File: src/hdl/htab_pkg.sv
// shared types, codes and constants for the handle table
`timescale 1ns / 1ps
`default_nettype none
package htab_pkg;

  localparam int TABLE_SLOTS_DEF = 16;
  localparam int RESERVED_SLOTS  = 3;
  localparam int CHUNK_W         = 16;
  localparam int CHUNK_IW        = 4;

  localparam logic [2:0] MODE_OPEN   = 3'd0;
  localparam logic [2:0] MODE_CLOSE  = 3'd1;
  localparam logic [2:0] MODE_LOOKUP = 3'd2;
  localparam logic [2:0] MODE_ADD    = 3'd3;
  localparam logic [2:0] MODE_REMOVE = 3'd4;

  localparam logic [1:0] STATUS_OK   = 2'd0;
  localparam logic [1:0] STATUS_FULL = 2'd1;
  localparam logic [1:0] STATUS_BAD  = 2'd2;

  localparam logic signed [16:0] HANDLE_NONE = -17'sd1;
  localparam logic [7:0]         SHARERS_MAX = 8'd255;

  typedef enum logic [2:0] {
    ST_IDLE,
    ST_SCAN,
    ST_READ,
    ST_FIN,
    ST_OUT
  } state_t;

  typedef struct packed {
    logic load;
    logic scan;
    logic commit;
  } dp_cmd_t;

  typedef struct packed {
    logic scan_hit;
    logic scan_last;
  } dp_status_t;

endpackage
`default_nettype wire

File: src/hdl/htab_ram.sv
// generic single-write, single-read ram with registered read data
`timescale 1ns / 1ps
`default_nettype none
module htab_ram #(
  parameter int WIDTH = 16,
  parameter int DEPTH = 16
) (
  input  wire logic                     clk,
  input  wire logic                     we,
  input  wire logic [$clog2(DEPTH)-1:0] waddr,
  input  wire logic [WIDTH-1:0]         wdata,
  input  wire logic [$clog2(DEPTH)-1:0] raddr,
  output logic [WIDTH-1:0]              rdata
);

  logic [WIDTH-1:0] mem [DEPTH];

  always_ff @(posedge clk) begin
    if (we) begin
      mem[waddr] <= wdata;
    end
    rdata <= mem[raddr];
  end

endmodule
`default_nettype wire

File: src/hdl/htab_ctrl.sv
// controller state machine for the handle table
`timescale 1ns / 1ps
`default_nettype none
module htab_ctrl
  import htab_pkg::*;
(
  input  wire logic       clk,
  input  wire logic       rst,
  input  wire logic       req_valid,
  input  wire logic [2:0] mode,
  input  wire logic       rsp_ready,
  input  wire dp_status_t dp_status,
  output logic            req_ready,
  output logic            rsp_valid,
  output dp_cmd_t         dp_cmd
);

  state_t state, state_next;

  always_ff @(posedge clk) begin
    if (rst) begin
      state <= ST_IDLE;
    end else begin
      state <= state_next;
    end
  end

  always_comb begin
    state_next = state;
    dp_cmd     = '0;
    req_ready  = 1'b0;
    rsp_valid  = 1'b0;
    unique case (state)
      ST_IDLE: begin
        req_ready = 1'b1;
        if (req_valid) begin
          dp_cmd.load = 1'b1;
          case (mode)
            MODE_OPEN:                state_next = ST_SCAN;
            MODE_CLOSE, MODE_LOOKUP:  state_next = ST_READ;
            default:                  state_next = ST_FIN;
          endcase
        end
      end
      ST_SCAN: begin
        dp_cmd.scan = 1'b1;
        if (dp_status.scan_hit || dp_status.scan_last) begin
          state_next = ST_FIN;
        end
      end
      ST_READ: begin
        // wait for the registered handle read
        state_next = ST_FIN;
      end
      ST_FIN: begin
        dp_cmd.commit = 1'b1;
        state_next    = ST_OUT;
      end
      ST_OUT: begin
        rsp_valid = 1'b1;
        if (rsp_ready) begin
          state_next = ST_IDLE;
        end
      end
      default: state_next = ST_IDLE;
    endcase
  end

endmodule
`default_nettype wire

File: src/hdl/htab_dp.sv
// datapath: used map, free-slot scan, handle ram, sharer count, result registers
`timescale 1ns / 1ps
`default_nettype none
module htab_dp
  import htab_pkg::*;
#(
  parameter int TABLE_SLOTS = TABLE_SLOTS_DEF
) (
  input  wire logic              clk,
  input  wire logic              rst,
  input  wire dp_cmd_t           dp_cmd,
  input  wire logic [2:0]        mode,
  input  wire logic [7:0]        slot_index,
  input  wire logic [15:0]       host_handle,
  output dp_status_t             dp_status,
  output logic [1:0]             status,
  output logic [7:0]             assigned_slot,
  output logic signed [16:0]     held_handle,
  output logic                   slot_open,
  output logic [7:0]             sharer_count
);

  localparam int SLOT_W = $clog2(TABLE_SLOTS);
  localparam int NCHUNK = (TABLE_SLOTS + CHUNK_W - 1) / CHUNK_W;
  localparam int CW     = (NCHUNK > 1) ? $clog2(NCHUNK) : 1;
  localparam int PAD_W  = NCHUNK * CHUNK_W;

  // latched request word
  logic [2:0]  mode_r;
  logic [7:0]  idx_r;
  logic [15:0] host_r;

  logic [TABLE_SLOTS-1:0]    used;
  logic [RESERVED_SLOTS-1:0] fresh;
  logic [7:0]                sharers;

  logic [CW-1:0]     chunk;
  logic [SLOT_W-1:0] free_slot;
  logic              full;

  logic [PAD_W-1:0]    used_pad;
  logic [CHUNK_W-1:0]  chunk_bits;
  logic [CHUNK_IW-1:0] enc;
  logic                hit;
  logic [SLOT_W-1:0]   found_slot;

  logic [SLOT_W-1:0] idx_s;
  logic              in_range;
  logic              slot_ok;
  logic              fresh_hit;
  logic [15:0]       ram_rdata;
  logic signed [16:0] stored_handle;
  logic              ram_we;

  always_ff @(posedge clk) begin
    if (dp_cmd.load) begin
      mode_r <= mode;
      idx_r  <= slot_index;
      host_r <= host_handle;
    end
  end

  // free-slot scan, one chunk of the used map per cycle
  always_comb begin
    used_pad = {PAD_W{1'b1}};
    used_pad[TABLE_SLOTS-1:0] = used;
  end

  assign chunk_bits = used_pad[chunk*CHUNK_W +: CHUNK_W];

  always_comb begin
    enc = '0;
    for (int i = CHUNK_W - 1; i >= 0; i--) begin
      if (!chunk_bits[i]) begin
        enc = CHUNK_IW'(i);
      end
    end
  end

  assign hit        = ~&chunk_bits;
  assign found_slot = SLOT_W'({chunk, enc});

  assign dp_status.scan_hit  = hit;
  assign dp_status.scan_last = (chunk == CW'(NCHUNK - 1));

  always_ff @(posedge clk) begin
    if (dp_cmd.load) begin
      chunk <= '0;
    end else if (dp_cmd.scan) begin
      if (hit) begin
        free_slot <= found_slot;
        full      <= 1'b0;
      end else if (dp_status.scan_last) begin
        full <= 1'b1;
      end else begin
        chunk <= chunk + 1'b1;
      end
    end
  end

  // slot checks for close and lookup
  assign idx_s     = idx_r[SLOT_W-1:0];
  assign in_range  = ({1'b0, idx_r} < 9'(TABLE_SLOTS));
  assign slot_ok   = in_range && used[idx_s];
  assign fresh_hit = (idx_r < 8'(RESERVED_SLOTS)) && fresh[idx_r[$clog2(RESERVED_SLOTS)-1:0]];
  assign stored_handle = fresh_hit ? HANDLE_NONE : $signed({1'b0, ram_rdata});

  assign ram_we = dp_cmd.commit && (mode_r == MODE_OPEN) && !full;

  htab_ram #(
    .WIDTH (16),
    .DEPTH (TABLE_SLOTS)
  ) u_handle_ram (
    .clk   (clk),
    .we    (ram_we),
    .waddr (free_slot),
    .wdata (host_r),
    .raddr (idx_s),
    .rdata (ram_rdata)
  );

  // table state
  always_ff @(posedge clk) begin
    if (rst) begin
      used    <= {{(TABLE_SLOTS - RESERVED_SLOTS){1'b0}}, {RESERVED_SLOTS{1'b1}}};
      fresh   <= {RESERVED_SLOTS{1'b1}};
      sharers <= '0;
    end else if (dp_cmd.commit) begin
      case (mode_r)
        MODE_OPEN: begin
          if (!full) begin
            used[free_slot] <= 1'b1;
          end
        end
        MODE_CLOSE: begin
          if (slot_ok) begin
            used[idx_s] <= 1'b0;
            if (idx_r < 8'(RESERVED_SLOTS)) begin
              fresh[idx_r[$clog2(RESERVED_SLOTS)-1:0]] <= 1'b0;
            end
          end
        end
        MODE_ADD: begin
          if (sharers != SHARERS_MAX) begin
            sharers <= sharers + 8'd1;
          end
        end
        MODE_REMOVE: begin
          if (sharers != 8'd0) begin
            sharers <= sharers - 8'd1;
          end
        end
        default: ;
      endcase
    end
  end

  // result registers
  always_ff @(posedge clk) begin
    if (dp_cmd.commit) begin
      status        <= STATUS_OK;
      assigned_slot <= '0;
      held_handle   <= HANDLE_NONE;
      slot_open     <= 1'b0;
      case (mode_r)
        MODE_OPEN: begin
          if (full) begin
            status <= STATUS_FULL;
          end else begin
            assigned_slot <= 8'(free_slot);
          end
        end
        MODE_CLOSE: begin
          if (slot_ok) begin
            held_handle <= stored_handle;
          end else begin
            status <= STATUS_BAD;
          end
        end
        MODE_LOOKUP: begin
          if (slot_ok) begin
            held_handle <= stored_handle;
            slot_open   <= 1'b1;
          end else begin
            status <= STATUS_BAD;
          end
        end
        default: ;
      endcase
    end
  end

  assign sharer_count = sharers;

endmodule
`default_nettype wire

File: src/hdl/handle_table_first_free_alloc.sv
// top level of the handle table with lowest-free-slot allocation
// sequence: open scans the used map one 16-slot chunk at a time up to the chunk that holds
//   the first free slot (all chunks when the table is full); close and lookup wait for the
//   registered handle ram read; sharer modes and unused modes go straight on; each word then
//   commits, and rsp_valid is held until rsp_ready
// one word in flight at a time; the next request is accepted only after the response is taken
// reset: slots 0 to 2 open holding no handle, all others free, sharer count zero;
//   ready as soon as reset is released, no clearing pass
`timescale 1ns / 1ps
`default_nettype none
module handle_table_first_free_alloc
  import htab_pkg::*;
#(
  parameter int TABLE_SLOTS = TABLE_SLOTS_DEF
) (
  input  wire logic          clk,
  input  wire logic          rst,
  // request channel
  input  wire logic          req_valid,
  output logic               req_ready,
  input  wire logic [2:0]    mode,
  input  wire logic [7:0]    slot_index,
  input  wire logic [15:0]   host_handle,
  // response channel
  output logic               rsp_valid,
  input  wire logic          rsp_ready,
  output logic [1:0]         status,
  output logic [7:0]         assigned_slot,
  output logic signed [16:0] held_handle,
  output logic               slot_open,
  output logic [7:0]         sharer_count
);

  // command and status between the sequencer and the datapath
  dp_cmd_t    dp_cmd;
  dp_status_t dp_status;

  // sequencer: idle, chunked free-slot scan, ram read wait, commit, response hold
  htab_ctrl u_ctrl (
    .clk       (clk),
    .rst       (rst),
    .req_valid (req_valid),
    .mode      (mode),
    .rsp_ready (rsp_ready),
    .dp_status (dp_status),
    .req_ready (req_ready),
    .rsp_valid (rsp_valid),
    .dp_cmd    (dp_cmd)
  );

  // datapath: used map in flops, handles in ram, result registers held until taken
  htab_dp #(
    .TABLE_SLOTS (TABLE_SLOTS)
  ) u_dp (
    .clk           (clk),
    .rst           (rst),
    .dp_cmd        (dp_cmd),
    .mode          (mode),
    .slot_index    (slot_index),
    .host_handle   (host_handle),
    .dp_status     (dp_status),
    .status        (status),
    .assigned_slot (assigned_slot),
    .held_handle   (held_handle),
    .slot_open     (slot_open),
    .sharer_count  (sharer_count)
  );

endmodule
`default_nettype wire
File: config.mk
export PLATFORM = sky130hd
export DESIGN_NAME = handle_table_first_free_alloc
export DESIGN_NICKNAME = d
export VERILOG_FILES = /design/src/hdl/htab_pkg.sv /design/src/hdl/htab_ram.sv /design/src/hdl/htab_ctrl.sv /design/src/hdl/htab_dp.sv /design/src/hdl/handle_table_first_free_alloc.sv
export SDC_FILE = /design/constraint.sdc
export NUM_CORES = 1
export LEC_CHECK = 0
export ABC_AREA = 1
export ABC_CLOCK_PERIOD_IN_PS = 7100
export BUFFER_PORTS_ARGS = -buffer_cell sky130_fd_sc_hd__clkbuf_2
export CAP_MARGIN = 20
export CORE_ASPECT_RATIO = 1.75
export CORE_MARGIN = 5
export CORE_UTILIZATION = 56
export CTS_CLUSTER_SIZE = 16
export DETAILED_ROUTE_END_ITERATION = 8
export PLACE_DENSITY = 0.79
export SLEW_MARGIN = 15
export SYNTH_ARGS = -nofsm -noshare
export SYNTH_HDL_FRONTEND = slang
export SYNTH_HIERARCHICAL = 1
export SYNTH_SLANG_ARGS = --single-unit
export TNS_END_PERCENT = 100
File: constraint.sdc
create_clock -name clk -period 7.1 [get_ports clk]
set_input_delay 0 -clock clk [delete_from_list [all_inputs] [get_ports clk]]
set_output_delay 0 -clock clk [all_outputs]
set_load 0.01 [all_outputs]
# Word level (Yosys, flattened, before mapping)
# Memories as Yosys holds them, arrays and structs flattened. A register that Yosys moved wholly into a read port is not among the register bits.
# Index checks and enable logic that the tools add are counted.
# totals
ff_bits	91
mem_bits_rw	256
inputBits	31
output_inout_bits	38
elab_cells	145
mem_count	1
# mem_list
name	depth	word_bits	read_ports	rd_clocked_by_memory_dff	write_ports	line	source
u_dp.u_handle_ram.mem	16	16	1	1	1	htab_ram.sv:16	logic [WIDTH-1:0] mem [DEPTH];
# op_classes
addsub	3
magnitude_cmp	8
n_eq_ne	19
shift	1
mux	51
bitwise	11
reduce_logical	32
# op_table
operator	count
$mux 16	2
$mux 4	8
$pmux 16 s2	1
$mux 3	7
$mux 1	18
$mux 17	1
$reduce_and 17->1	1
$and 16x16->16	1
$mux 8	2
$not 16->16	1
$or 16x16->16	1
$pmux 8 s2	1
$reduce_and 16->1	1
$reduce_and 4->1	4
$shiftx 16x6->16	1
$eq 3x2->1 const B	5
$pmux 3 s5	1
$lt 4x5->1 const B	2
$eq 3x1->1 const B	3
$logic_not 3->1	3
$reduce_and 3->1	3
$add 8x1->8 const B	1
$demux 1 s4	2
$ge 4x1->1 const B	2
27 further kinds	53

# Depth between registers and ports, before layout
# Gate-level depths: netlist of run 1.
# logic_depth
ltp_word	16
depth_mapped	15
depth_no_buf	15

# Cells and area by module
# The synthesis of run 1 kept the hierarchy.
# modules_own_cells
module	instances	cells_each	area_each_um2	seq_area_each_um2
htab_ram	1	1074	11380.9	8007.7
htab_dp	1	456	4103.9	2222.1
htab_ctrl	1	40	240.2	60.1

# Worst setup path before layout of run 1
# OpenSTA, ideal clock, no wires.
# synth_path
path_type	reg2reg
from	register u_ctrl.state[1]
to	memory u_dp.u_handle_ram.mem[12][0] (enable)
setup_time_ps	388
arrival_time_ps	2813
required_ps	6712
path_slack_ps	3898
path_stages_with_launch	7
synth_period_minus_slack_ps	3202
cell_sequence	dfxtp_1 nand2_1 nor2_1 inv_1 nor2_1 nand3_1 nor2_1
# synth_lines
item	line	source
from (decl)	htab_ctrl.sv:18	state_t state, state_next;
from (signal assigned)	htab_ctrl.sv:24	state <= state_next;
to (decl)	htab_ram.sv:16	

==> results of run 1 <==
==> per-stage QoR <==
stage	std cells	utilization, %	hold WS [ps]	setup slack [ps]
after floorplan	1573	-	69.07	3898
after global placement	1967	58.61	178.3	4011
after detailed placement	1967	58.61	178.6	3946
after CTS	2055	63.60	109.3	3952
after global routing	2055	63.60	118.3	3701
final	2055	63.60	131.7	3891
==> routing by layer <==
| layer | vias to the layer above | track usage [%] | part of all wire, % |
|---|---|---|---|
| li1 | 5294 | - | - |
| met1 | 5285 | 26.93 | 33 |
| met2 | 589 | 44.43 | 54 |
| met3 | 138 | 2.802 | 8.1 |
| met4 | 0 | 11.60 | 4.5 |
| met5 | - | 0 | 0 |
==> registers in the layout (all words and copies together), names as in the netlist <==
name	count
u_ctrl/state	3
u_dp/fresh	3
u_dp/slot_open	1
u_dp/u_handle_ram/mem	256
u_dp/free_slot	4
u_dp/full	1
u_dp/idx_r	8
u_dp/used	16
u_dp/host_r	16
u_dp/mode_r	3
u_dp/status	2
u_dp/u_handle_ram/rdata	16
u_dp/held_handle	17
u_dp/assigned_slot	4
u_dp/sharer_count	8
==> cell type report <==
cell class / instances / share of cell area (%)
sequential: 358 / 58.05
multi-input combinational: 892 / 23.17
inverter: 254 / 5.385
clock buffer: 42 / 4.835
timing repair buffer: 120 / 4.602
tap: 373 / 2.633
clock inverter: 16 / 1.327
==> worst max-delay path: cells and delay by family (launching register included) <==
family / cells / cell delay, ps
buffers and inverters: 3 / 2090
flip-flops: 1 / 320
AND/OR/NAND/NOR: 6 / 560
==> cell families (layout without fill, tap and decap cells) <==
logic type	count (synthesis)	in the layout	synth area share, %
and+or+nand+nor	772	772	21.10
buffers and inverters	323	432	8.832
adders and majority gates	7	7	0.6047
xor gates and xnor gates	5	5	0.2785
DFF	358	358	65.44
other	2	5	0.04776
AOI/OAI and AO/OA	103	103	3.700
==> cell usage in the layout, fill, tap and decap left out, types with 4 or more instances in the layout <==
cell and count:
sky130_fd_sc_hd__a21oi_1 56, sky130_fd_sc_hd__a31oi_1 5, sky130_fd_sc_hd__buf_4 26, sky130_fd_sc_hd__bufinv_16 5, sky130_fd_sc_hd__clkbuf_1 7, sky130_fd_sc_hd__clkbuf_16 31
sky130_fd_sc_hd__clkbuf_2 64, sky130_fd_sc_hd__clkbuf_8 4, sky130_fd_sc_hd__clkinv_2 5, sky130_fd_sc_hd__conb_1 5, sky130_fd_sc_hd__dfxtp_1 46, sky130_fd_sc_hd__dlygate4sd3_1 30
sky130_fd_sc_hd__edfxtp_1 312, sky130_fd_sc_hd__ha_1 6, sky130_fd_sc_hd__inv_1 246, sky130_fd_sc_hd__inv_2 7, sky130_fd_sc_hd__nand2_1 438, sky130_fd_sc_hd__nand3_1 227
sky130_fd_sc_hd__nor2_1 51, sky130_fd_sc_hd__nor2_2 18, sky130_fd_sc_hd__nor3_1 5, sky130_fd_sc_hd__o21ai_0 20, sky130_fd_sc_hd__o21ai_1 8, sky130_fd_sc_hd__o31ai_1 6
sky130_fd_sc_hd__or2_1 16, sky130_fd_sc_hd__xnor2_1 4
==> where the power goes <==
group / switching [µW] / total (µW) / leakage, µW / internal, µW
logic: 559 / 783 / 0.00370 / 224
clock network: 743 / 1780 / 0.000535 / 1040
registers: 128 / 2600 / 0.00316 / 2470
total: 1430 / 5160 / 0.00740 / 3730
==> how the worst min path moves through the flow <==
stage / from / slack, ps / endpoint / cells past startpoint
after global routing: slot_index[5] / 120 / u_dp/idx_r[5] / 2
after CTS: host_handle[12] / 110 / u_dp/host_r[12] / 2
after global placement: slot_index[2] / 180 / u_dp/idx_r[2] / 1
after floorplan: rst / 70 / u_ctrl/state[0] / 1
after detailed placement: slot_index[2] / 180 / u_dp/idx_r[2] / 1
final: host_handle[3] / 130 / u_dp/host_r[3] / 2
==> metrics, run 1 <==
final std cell area, no fill 17730 µm²; Relative slew margins 36.50%; fraction of final layout cells with drive strength greater than 1 10.64%; NumNets Final 1695; cells after synthesis 1570; cell type with the highest aggregate area in the netlist sky130_fd_sc_hd__edfxtp_1; count of synthesis-stage warnings from yosys 6; Post-Syn Area per Cell 10.02 µm²; ratio of routed vias to standard cells 5.502; hold bufs inserted after CTS 30; Iter 0 DRT Violations 1089; R2R Path Start u_dp/idx_r[0]; remaining number of nets flagged by the antenna check after routing 0; wire length of the first global-routing pass just under 60000 µm; Worst path max stage delay 890 ps; Die Ht approximately 230 µm; Design Power about 5200 µW; # clock sinks 358; clock tree root driver cell sky130_fd_sc_hd__clkbuf_16; area of the die 31660 µm²; Routed WL per cell 18.45 µm; die boundary width 136.7 µm; Yosys top cell area share between 50% and 60%; standard cell core area 27870 µm²; Crit. Startpoint u_dp/idx_r[0]; number of antenna violations at the first check in global routing 0; first-pass iteration count of the detailed router 6; aggregate global routing overflow 0; outcome completed; Worst Setup EP u_dp/u_handle_ram/rdata[8]; Most Frequent Cell on Critical Path sky130_fd_sc_hd__nand2_1; instance area after placement 16330 µm²; top cell types by occurrence after synthesis sky130_fd_sc_hd__nand2_1, sky130_fd_sc_hd__edfxtp_1, sky130_fd_sc_hd__inv_1; synthesis-to-layout area growth 12.73%; maximum buffer depth of the clock tree 3; post_cts resized 0; worst slew pin tran 951.5 ps; cells along the critical path buf_4, clkinv_2, buf_4, nand2_1, nand2_1, nand2_1, nand3_1, nand3_1, nand2_1; top-count cell post-synth sky130_fd_sc_hd__nand2_1; Tcrit/Tclk final 45.20%; end of the worst register-to-register path u_dp/u_handle_ram/rdata[8]; Max-cap violations 0; Total Negative Setup Slacks 0 ps; class of the most critical setup path flip-flop to flip-flop; HPWL after detailed placement 22260 µm; all-layer global routing usage 24.02%; TritonCTS clock tree yes; Power Density 291.2 nW/µm²; nature of the critical path endpoint flip-flop; number of top-level pins 69; slowest stage cell on the critical path sky130_fd_sc_hd__clkinv_2; setup slack of the most critical reg-to-reg path 3890 ps; dominant register cell in the synthesized netlist sky130_fd_sc_hd__edfxtp_1; setup repair after global routing missed its margin false; hold violation total from the final report 0; Std-Cell Rows 81; arrival time of data at the critical path endpoint 3680 ps; worst-case vdd ir drop 369.8 µV; Crit path required time 7570 ps; number of fill cells in the layout roughly 2000; antenna fix cells 0; number of synthesized register bits between 300 and 400; routed wire length 37910 µm; count of endpoints failing setup in the final report 0; Initial Util 56.42%; Placer Congestion 0.9741; Hold/Removal Path Class input port to flip-flop; largest fanout on the critical path 70; pin count of the biggest net entering global routing 83; detailed-route via count ~11000; Skew-Pair Late Insertion Delay 590 ps; fmax 311.6 MHz; Setup Skew ~21 ps; number of post-CTS setup repair buffers 0; H-tree depth 1; total CTS buffers 31; minimum clock period after layout approximately 3200 ps; remaining design rule violation count 0; Post-synth EDFFs ~310; area occupied by multi-input gates approximately 4100 µm²; area taken by flip-flops and latches 10290 µm²; Leak 0.007396 µW; max-slew violation count 0; Synth area leaders sky130_fd_sc_hd__edfxtp_1, sky130_fd_sc_hd__nand2_1, sky130_fd_sc_hd__nand3_1; CTS clock-pin slew for the worst setup and hold paths 70 ps; nature of the critical path startpoint flip-flop; number of port buffers 64; summed instance area of the synthesized netlist between 15000 and 20000 µm²; depth of the worst register-to-register path 9; share of synthesized flip-flops with an asynchronous set or reset 0%; vias in the first global route 11230; sequential-to-total area share from yosys stat 65.44%; unique cell type count in the Yosys netlist 42
Note: power is estimated with default switching activity, not from simulation.
==> run 2, diff against run 1 <==
Settings changed: ABC_CLOCK_PERIOD_IN_PS 7100 to 2750, PLACE_DENSITY 0.79 to 0.81.
Clock period 7.1 ns to 2.75 ns, I/O delays scaled along.
==> run 2 against run 1 <==
Effect of this change: clock power rose by 130%; global-route usage is 0.47 points higher; critical path depth fell by 3; sequential power rose to 2.6 times the previous value; flip-flop and latch count unchanged; hold slack got worse by 3.3 ps; via count is essentially flat; first-iteration DRC count is 11% lower; largest cell class unchanged; wire length grew 0.87%; sequential share of layout area decreased by 0.39 points; critical path type unchanged; clock skew is 0.96 ps lower.
==> metrics, run 2 (synthesis results as in run 1) <==
routed wire length 38240 µm; die boundary width 136.7 µm; TritonCTS clock tree yes; Std-Cell Rows 81; Leak 0.007458 µW; number of fill cells in the layout 2049; Tcrit/Tclk final 87.82%; remaining number of nets flagged by the antenna check after routing 0; flip-flop count of the largest register after layout 256; Routed WL per cell approximately 18 µm; antenna fix cells 0; Relative slew margins 39.07%; clock tree root driver cell sky130_fd_sc_hd__clkbuf_16; Max-cap violations 0; max-slew violation count 0; total CTS buffers 30; Crit path required time 3030 ps; Iter 0 DRT Violations 965; outcome completed; arrival time of data at the critical path endpoint 2690 ps; maximum buffer depth of the clock tree 3; vias in the first global route 11600; instance area after placement ~17000 µm²; pin count of the biggest net entering global routing 129; Total Negative Setup Slacks 0 ps; number of antenna violations at the first check in global routing 0; Placer Congestion 0.9853; number of port buffers between 60 and 70; Power Density 728.5 nW/µm²; fin cells ~2100; class of the most critical setup path flip-flop to flip-flop; minimum clock period after layout 2415 ps; first-pass iteration count of the detailed router 5; HPWL after detailed placement 24090 µm; wire length of the first global-routing pass 59650 µm; hold violation total from the final report 0; fmax 414.1 MHz; CTS clock-pin slew for the worst setup and hold paths 70 ps; Die Ht 231.7 µm; Skew-Pair Late Insertion Delay 580 ps; post_cts resized 0; Design Power 13000 µW; Cells after DPL ~2000; final std cell area, no fill 17850 µm²; synthesis-to-layout area growth 13.49%; largest fanout on the critical path 8; nature of the critical path startpoint flip-flop; Hold/Removal Path Class input port to flip-flop; fraction of final layout cells with drive strength greater than 1 11.54%; worst-case vdd ir drop approximately 690 µV; setup repair after global routing missed its margin false; area of the die 31660 µm²; commonest non-fill, non-tap cells in the layout sky130_fd_sc_hd__nand2_1, sky130_fd_sc_hd__edfxtp_1, sky130_fd_sc_hd__inv_1; standard cell core area 27870 µm²; NumNets Final 1712; registers with the highest flip-flop counts u_dp/u_handle_ram/mem: 256 flops, u_dp/held_handle: 17 flops; remaining design rule violation count 0; # clock sinks 358; aggregate global routing overflow 0; all-layer global routing usage 24.49%; H-tree depth 1; Initial Util 56.42%; worst slew pin tran 913.0 ps; ratio of routed vias to standard cells between 5 and 6; Top reg by flops u_dp/u_handle_ram/mem; fin util 64.03%; number of top-level pins a little under 70; Setup Skew 19.93 ps; count of endpoints failing setup in the final report 0; nature of the critical path endpoint flip-flop; most frequent standard cell in the layout excluding fill and tap cells sky130_fd_sc_hd__nand2_1; detailed-route via count 11310
run 2: cell count changes in the layout (fill, tap and decap cells not counted), sizes merged:
cell         previous run  this run
buf                    26        43
bufinv                  5         1
clkinv                 10        13
clkbuf                106       105
clkinvlp                0         1
dlygate4sd3            30        31
inv                   255       254
run 2: path summary, 6_finish.rpt:
check | start | to | slack, ps | depth (start not counted)
max | u_dp/mode_r[1] | u_dp/u_handle_ram/mem[6][11] | 340 | 6
max reg2reg | u_dp/mode_r[1] | u_dp/u_handle_ram/mem[6][11] | 340 | 6
min | host_handle[13] | u_dp/host_r[13] | 130 | 2
min reg2reg | u_dp/u_handle_ram/rdata[4] | u_dp/held_handle[4] | 480 | 1
run 2: critical path: stages, from the launching register on:
cell and delay [ps]:
sky130_fd_sc_hd__edfxtp_1 470, sky130_fd_sc_hd__nor3_1 330, sky130_fd_sc_hd__nand2_1 210, sky130_fd_sc_hd__nor2_1 300
sky130_fd_sc_hd__nand3b_1 310, sky130_fd_sc_hd__nor2_2 240, sky130_fd_sc_hd__buf_4 240
run 2: cell type report:
cell class	count	area [µm²]	area share, %
inverter	254	954.7	5.349
timing repair buffer	138	1066	5.973
multi-input combinational	892	4108	23.02
tap	373	466.7	2.615
clock inverter	15	118.9	0.6661
clock buffer	41	842.1	4.718
sequential	358	10290	57.66
run 2: through the flow:
step / setup slack, ps / hold WS [ps]
4_1_cts: 374.1 / 110.7
5_1_grt: 190.3 / 128.4
6_report: 335.1 / 128.4
3_5_place_dp: 446.9 / 178.6
3_3_place_gp: 563.5 / 176.5
2_1_floorplan: 244.9 / 69.07
run 2: repair_timing:
| item | in CTS | in global routing |
|---|---|---|
| hold buffers | 31 | 0 |
| setup buffers | 0 | 0 |
| endpoints found under the setup margin | 0 | 0 |
| endpoints found under the hold margin | 34 | 0 |
run 2: per-layer routing:
metal	share of wire [%]	vias up	track usage (%)
met2	54	514	46.00
met3	6.9	143	2.802
met1	33	5333	25.97
met4	5.9	0	13.62
met5	0	-	0
li1	-	5324	-
run 2: report_power, final:
part / leakage [µW] / switching [µW] / internal, µW
combinational: 0.00382 / 1450 / 637
clock: 0.000477 / 1910 / 2250
sequential: 0.00316 / 371 / 6380
total: 0.00746 / 3730 / 9270
==> run 3, diff against run 2 <==
Settings changed: CTS_BUF_LIST set to sky130_fd_sc_hd__clkbuf_4 sky130_fd_sc_hd__clkbuf_8 sky130_fd_sc_hd__clkbuf_16, MAX_ROUTING_LAYER set to met4.
==> run 3 against run 2 <==
Effect of this change: cell area about the same; hold slack better by 17 ps; die area unchanged; register-to-register slack better by 90 ps; critical path type unchanged; highest routed layer unchanged.
==> metrics, run 3 (synthesis results as in run 1) <==
outcome completed; Relative slew margins around 37%; worst-case vdd ir drop 685.0 µV; Placer Congestion 1.037; setup slack of the critical path after layout 421.3 ps; arrival time of data at the critical path endpoint 2570 ps; all-layer global routing usage 24.91%; ratio of routed vias to standard cells 5.433; clock group share of total power about 32%; Crit. Startpoint u_dp/mode_r[1]; flip-flop count of the largest register after layout 256; HPWL after detailed placement 24130 µm; Std-Cell Rows between 80 and 90; setup slack at placement 469.3 ps; die boundary width 136.7 µm; worst slew pin tran 935.5 ps; Setup Skew 17.01 ps; Routed WL per cell 18.00 µm; area of the die 31660 µm²; instance area after placement 16560 µm²; most frequent standard cell in the layout excluding fill and tap cells sky130_fd_sc_hd__nand2_1; maximum buffer depth of the clock tree 3; routed wire length about 37000 µm; hold violation total from the final report 0; depth of the worst register-to-register path 6; Skew-Pair Late Insertion Delay 570 ps; antenna fix cells 0; part of the power in combinational logic 16.0%; CTS clock-pin slew for the worst setup and hold paths 60 ps; remaining number of nets flagged by the antenna check after routing 0; synthesis-to-layout area growth 13.52%; R2R Path Start u_dp/mode_r[1]; Leak 0.007491 µW; number of antenna violations at the first check in global routing 0; Die Ht 231.7 µm; TritonCTS clock tree yes; setup repair after global routing missed its margin false; nature of the critical path startpoint flip-flop; fraction of final layout cells with drive strength greater than 1 12.04%; post_cts resized 0; NumNets Final 1715; commonest non-fill, non-tap cells in the layout sky130_fd_sc_hd__nand2_1, sky130_fd_sc_hd__edfxtp_1, sky130_fd_sc_hd__inv_1; Top reg by flops u_dp/u_handle_ram/mem; Tcrit/Tclk final 84.68%; Crit path required time 3000 ps; final std cell area, no fill 17850 µm²; area taken by flip-flops and latches 10290 µm²; depth of the worst hold-timing path 2; first-pass iteration count of the detailed router 5; Worst Setup EP u_dp/u_handle_ram/mem[5][7]; number of fill cells in the layout 2063; fin util 64.05%; Total Negative Setup Slacks 0 ps; # clock sinks 358; pin count of the biggest net entering global routing roughly 130; clock tree root driver cell sky130_fd_sc_hd__clkbuf_16; number of port buffers 64; aggregate global routing overflow 0; Initial Util 56.42%; max-slew violation count 0; registers with the highest flip-flop counts u_dp/u_handle_ram/mem: 256 flops, u_dp/held_handle: 17 flops; nature of the critical path endpoint flip-flop; H-tree depth 1; detailed-route via count 11270; switching power total 3701 µW; Max-cap violations 0; fmax 429.4 MHz; vias in the first global route 11500; setup slack of the most critical reg-to-reg path 420 ps; minimum clock period after layout 2329 ps; end of the worst register-to-register path u_dp/u_handle_ram/mem[5][7]; net switching share of the total power 28.40%; Iter 0 DRT Violations 1055; internal power 9332 µW; Hold/Removal Path Class input port to flip-flop; area occupied by multi-input gates slightly above 4000 µm²; class of the most critical setup path flip-flop to flip-flop; largest fanout on the critical path 16; number of top-level pins 69; standard cell core area about 28000 µm²; Power Density 730.1 nW/µm²; wire length of the first global-routing pass 59250 µm; share of total power in sequential cells slightly above 50%; count of endpoints failing setup in the final report 0; remaining design rule violation count 0; total CTS buffers 31
## run 3: critical path, cell delays in order (launching register included)
cell and delay, ps:
sky130_fd_sc_hd__edfxtp_1 460, sky130_fd_sc_hd__nor3_1 270, sky130_fd_sc_hd__nand2_1 230, sky130_fd_sc_hd__nor2_1 340
sky130_fd_sc_hd__nand3b_1 270, sky130_fd_sc_hd__nor2_2 140, sky130_fd_sc_hd__buf_4 290
## run 3: power groups by stage
| stage | combinational [µW] | sequential, µW | clock (µW) |
|---|---|---|---|
| after global placement | 1960 | 6860 | 0 |
| final | 2090 | 6760 | 4190 |
| after global routing | 2300 | 6800 | 4450 |
| after floorplan | 1460 | 6710 | 0 |
| after CTS | 2040 | 6760 | 4250 |
| after detailed placement | 2000 | 6880 | 0 |
## run 3: how the worst min path moves through the flow
stage                                from         endpoint
after global routing       host_handle[8]   u_dp/host_r[8]
after detailed placement   host_handle[3]   u_dp/host_r[3]
after floorplan                       rst  u_ctrl/state[0]
final                       slot_index[6]    u_dp/idx_r[6]
after global placement    host_handle[15]  u_dp/host_r[15]
after CTS                 host_handle[11]  u_dp/host_r[11]
## run 3: through the flow
step	power, µW	hold slack [ps]	std cells
after global placement	8813	176.6	1987
after detailed placement	8878	178.6	1987
after floorplan	8173	69.07	1573
final	13030	145.5	2075
after CTS	13060	116.8	2075
after global routing	13550	140.7	2075
## run 3: layer usage
layer	routed length [µm]	part of all wire (%)	global-route usage, %
met5	0	0	-
met4	2265	6.1	13.84
met3	2628	7.0	2.911
met2	20150	54	43.95
met1	12300	33	26.84
## run 3: layout make-up
class / count / area share [%]
Clock buffer: 45 / 5.110
Clock inverter: 13 / 0.4416
Inverter: 254 / 5.348
Multi-Input combinational cell: 892 / 23.01
Sequential cell: 358 / 57.64
Tap cell: 373 / 2.614
Timing Repair Buffer: 140 / 5.832
## run 3: timing repair
item                                   in CTS  in global routing
hold buffers                               30                  0
buffers inserted                            0                  0
endpoints found under the hold margin      35                  0
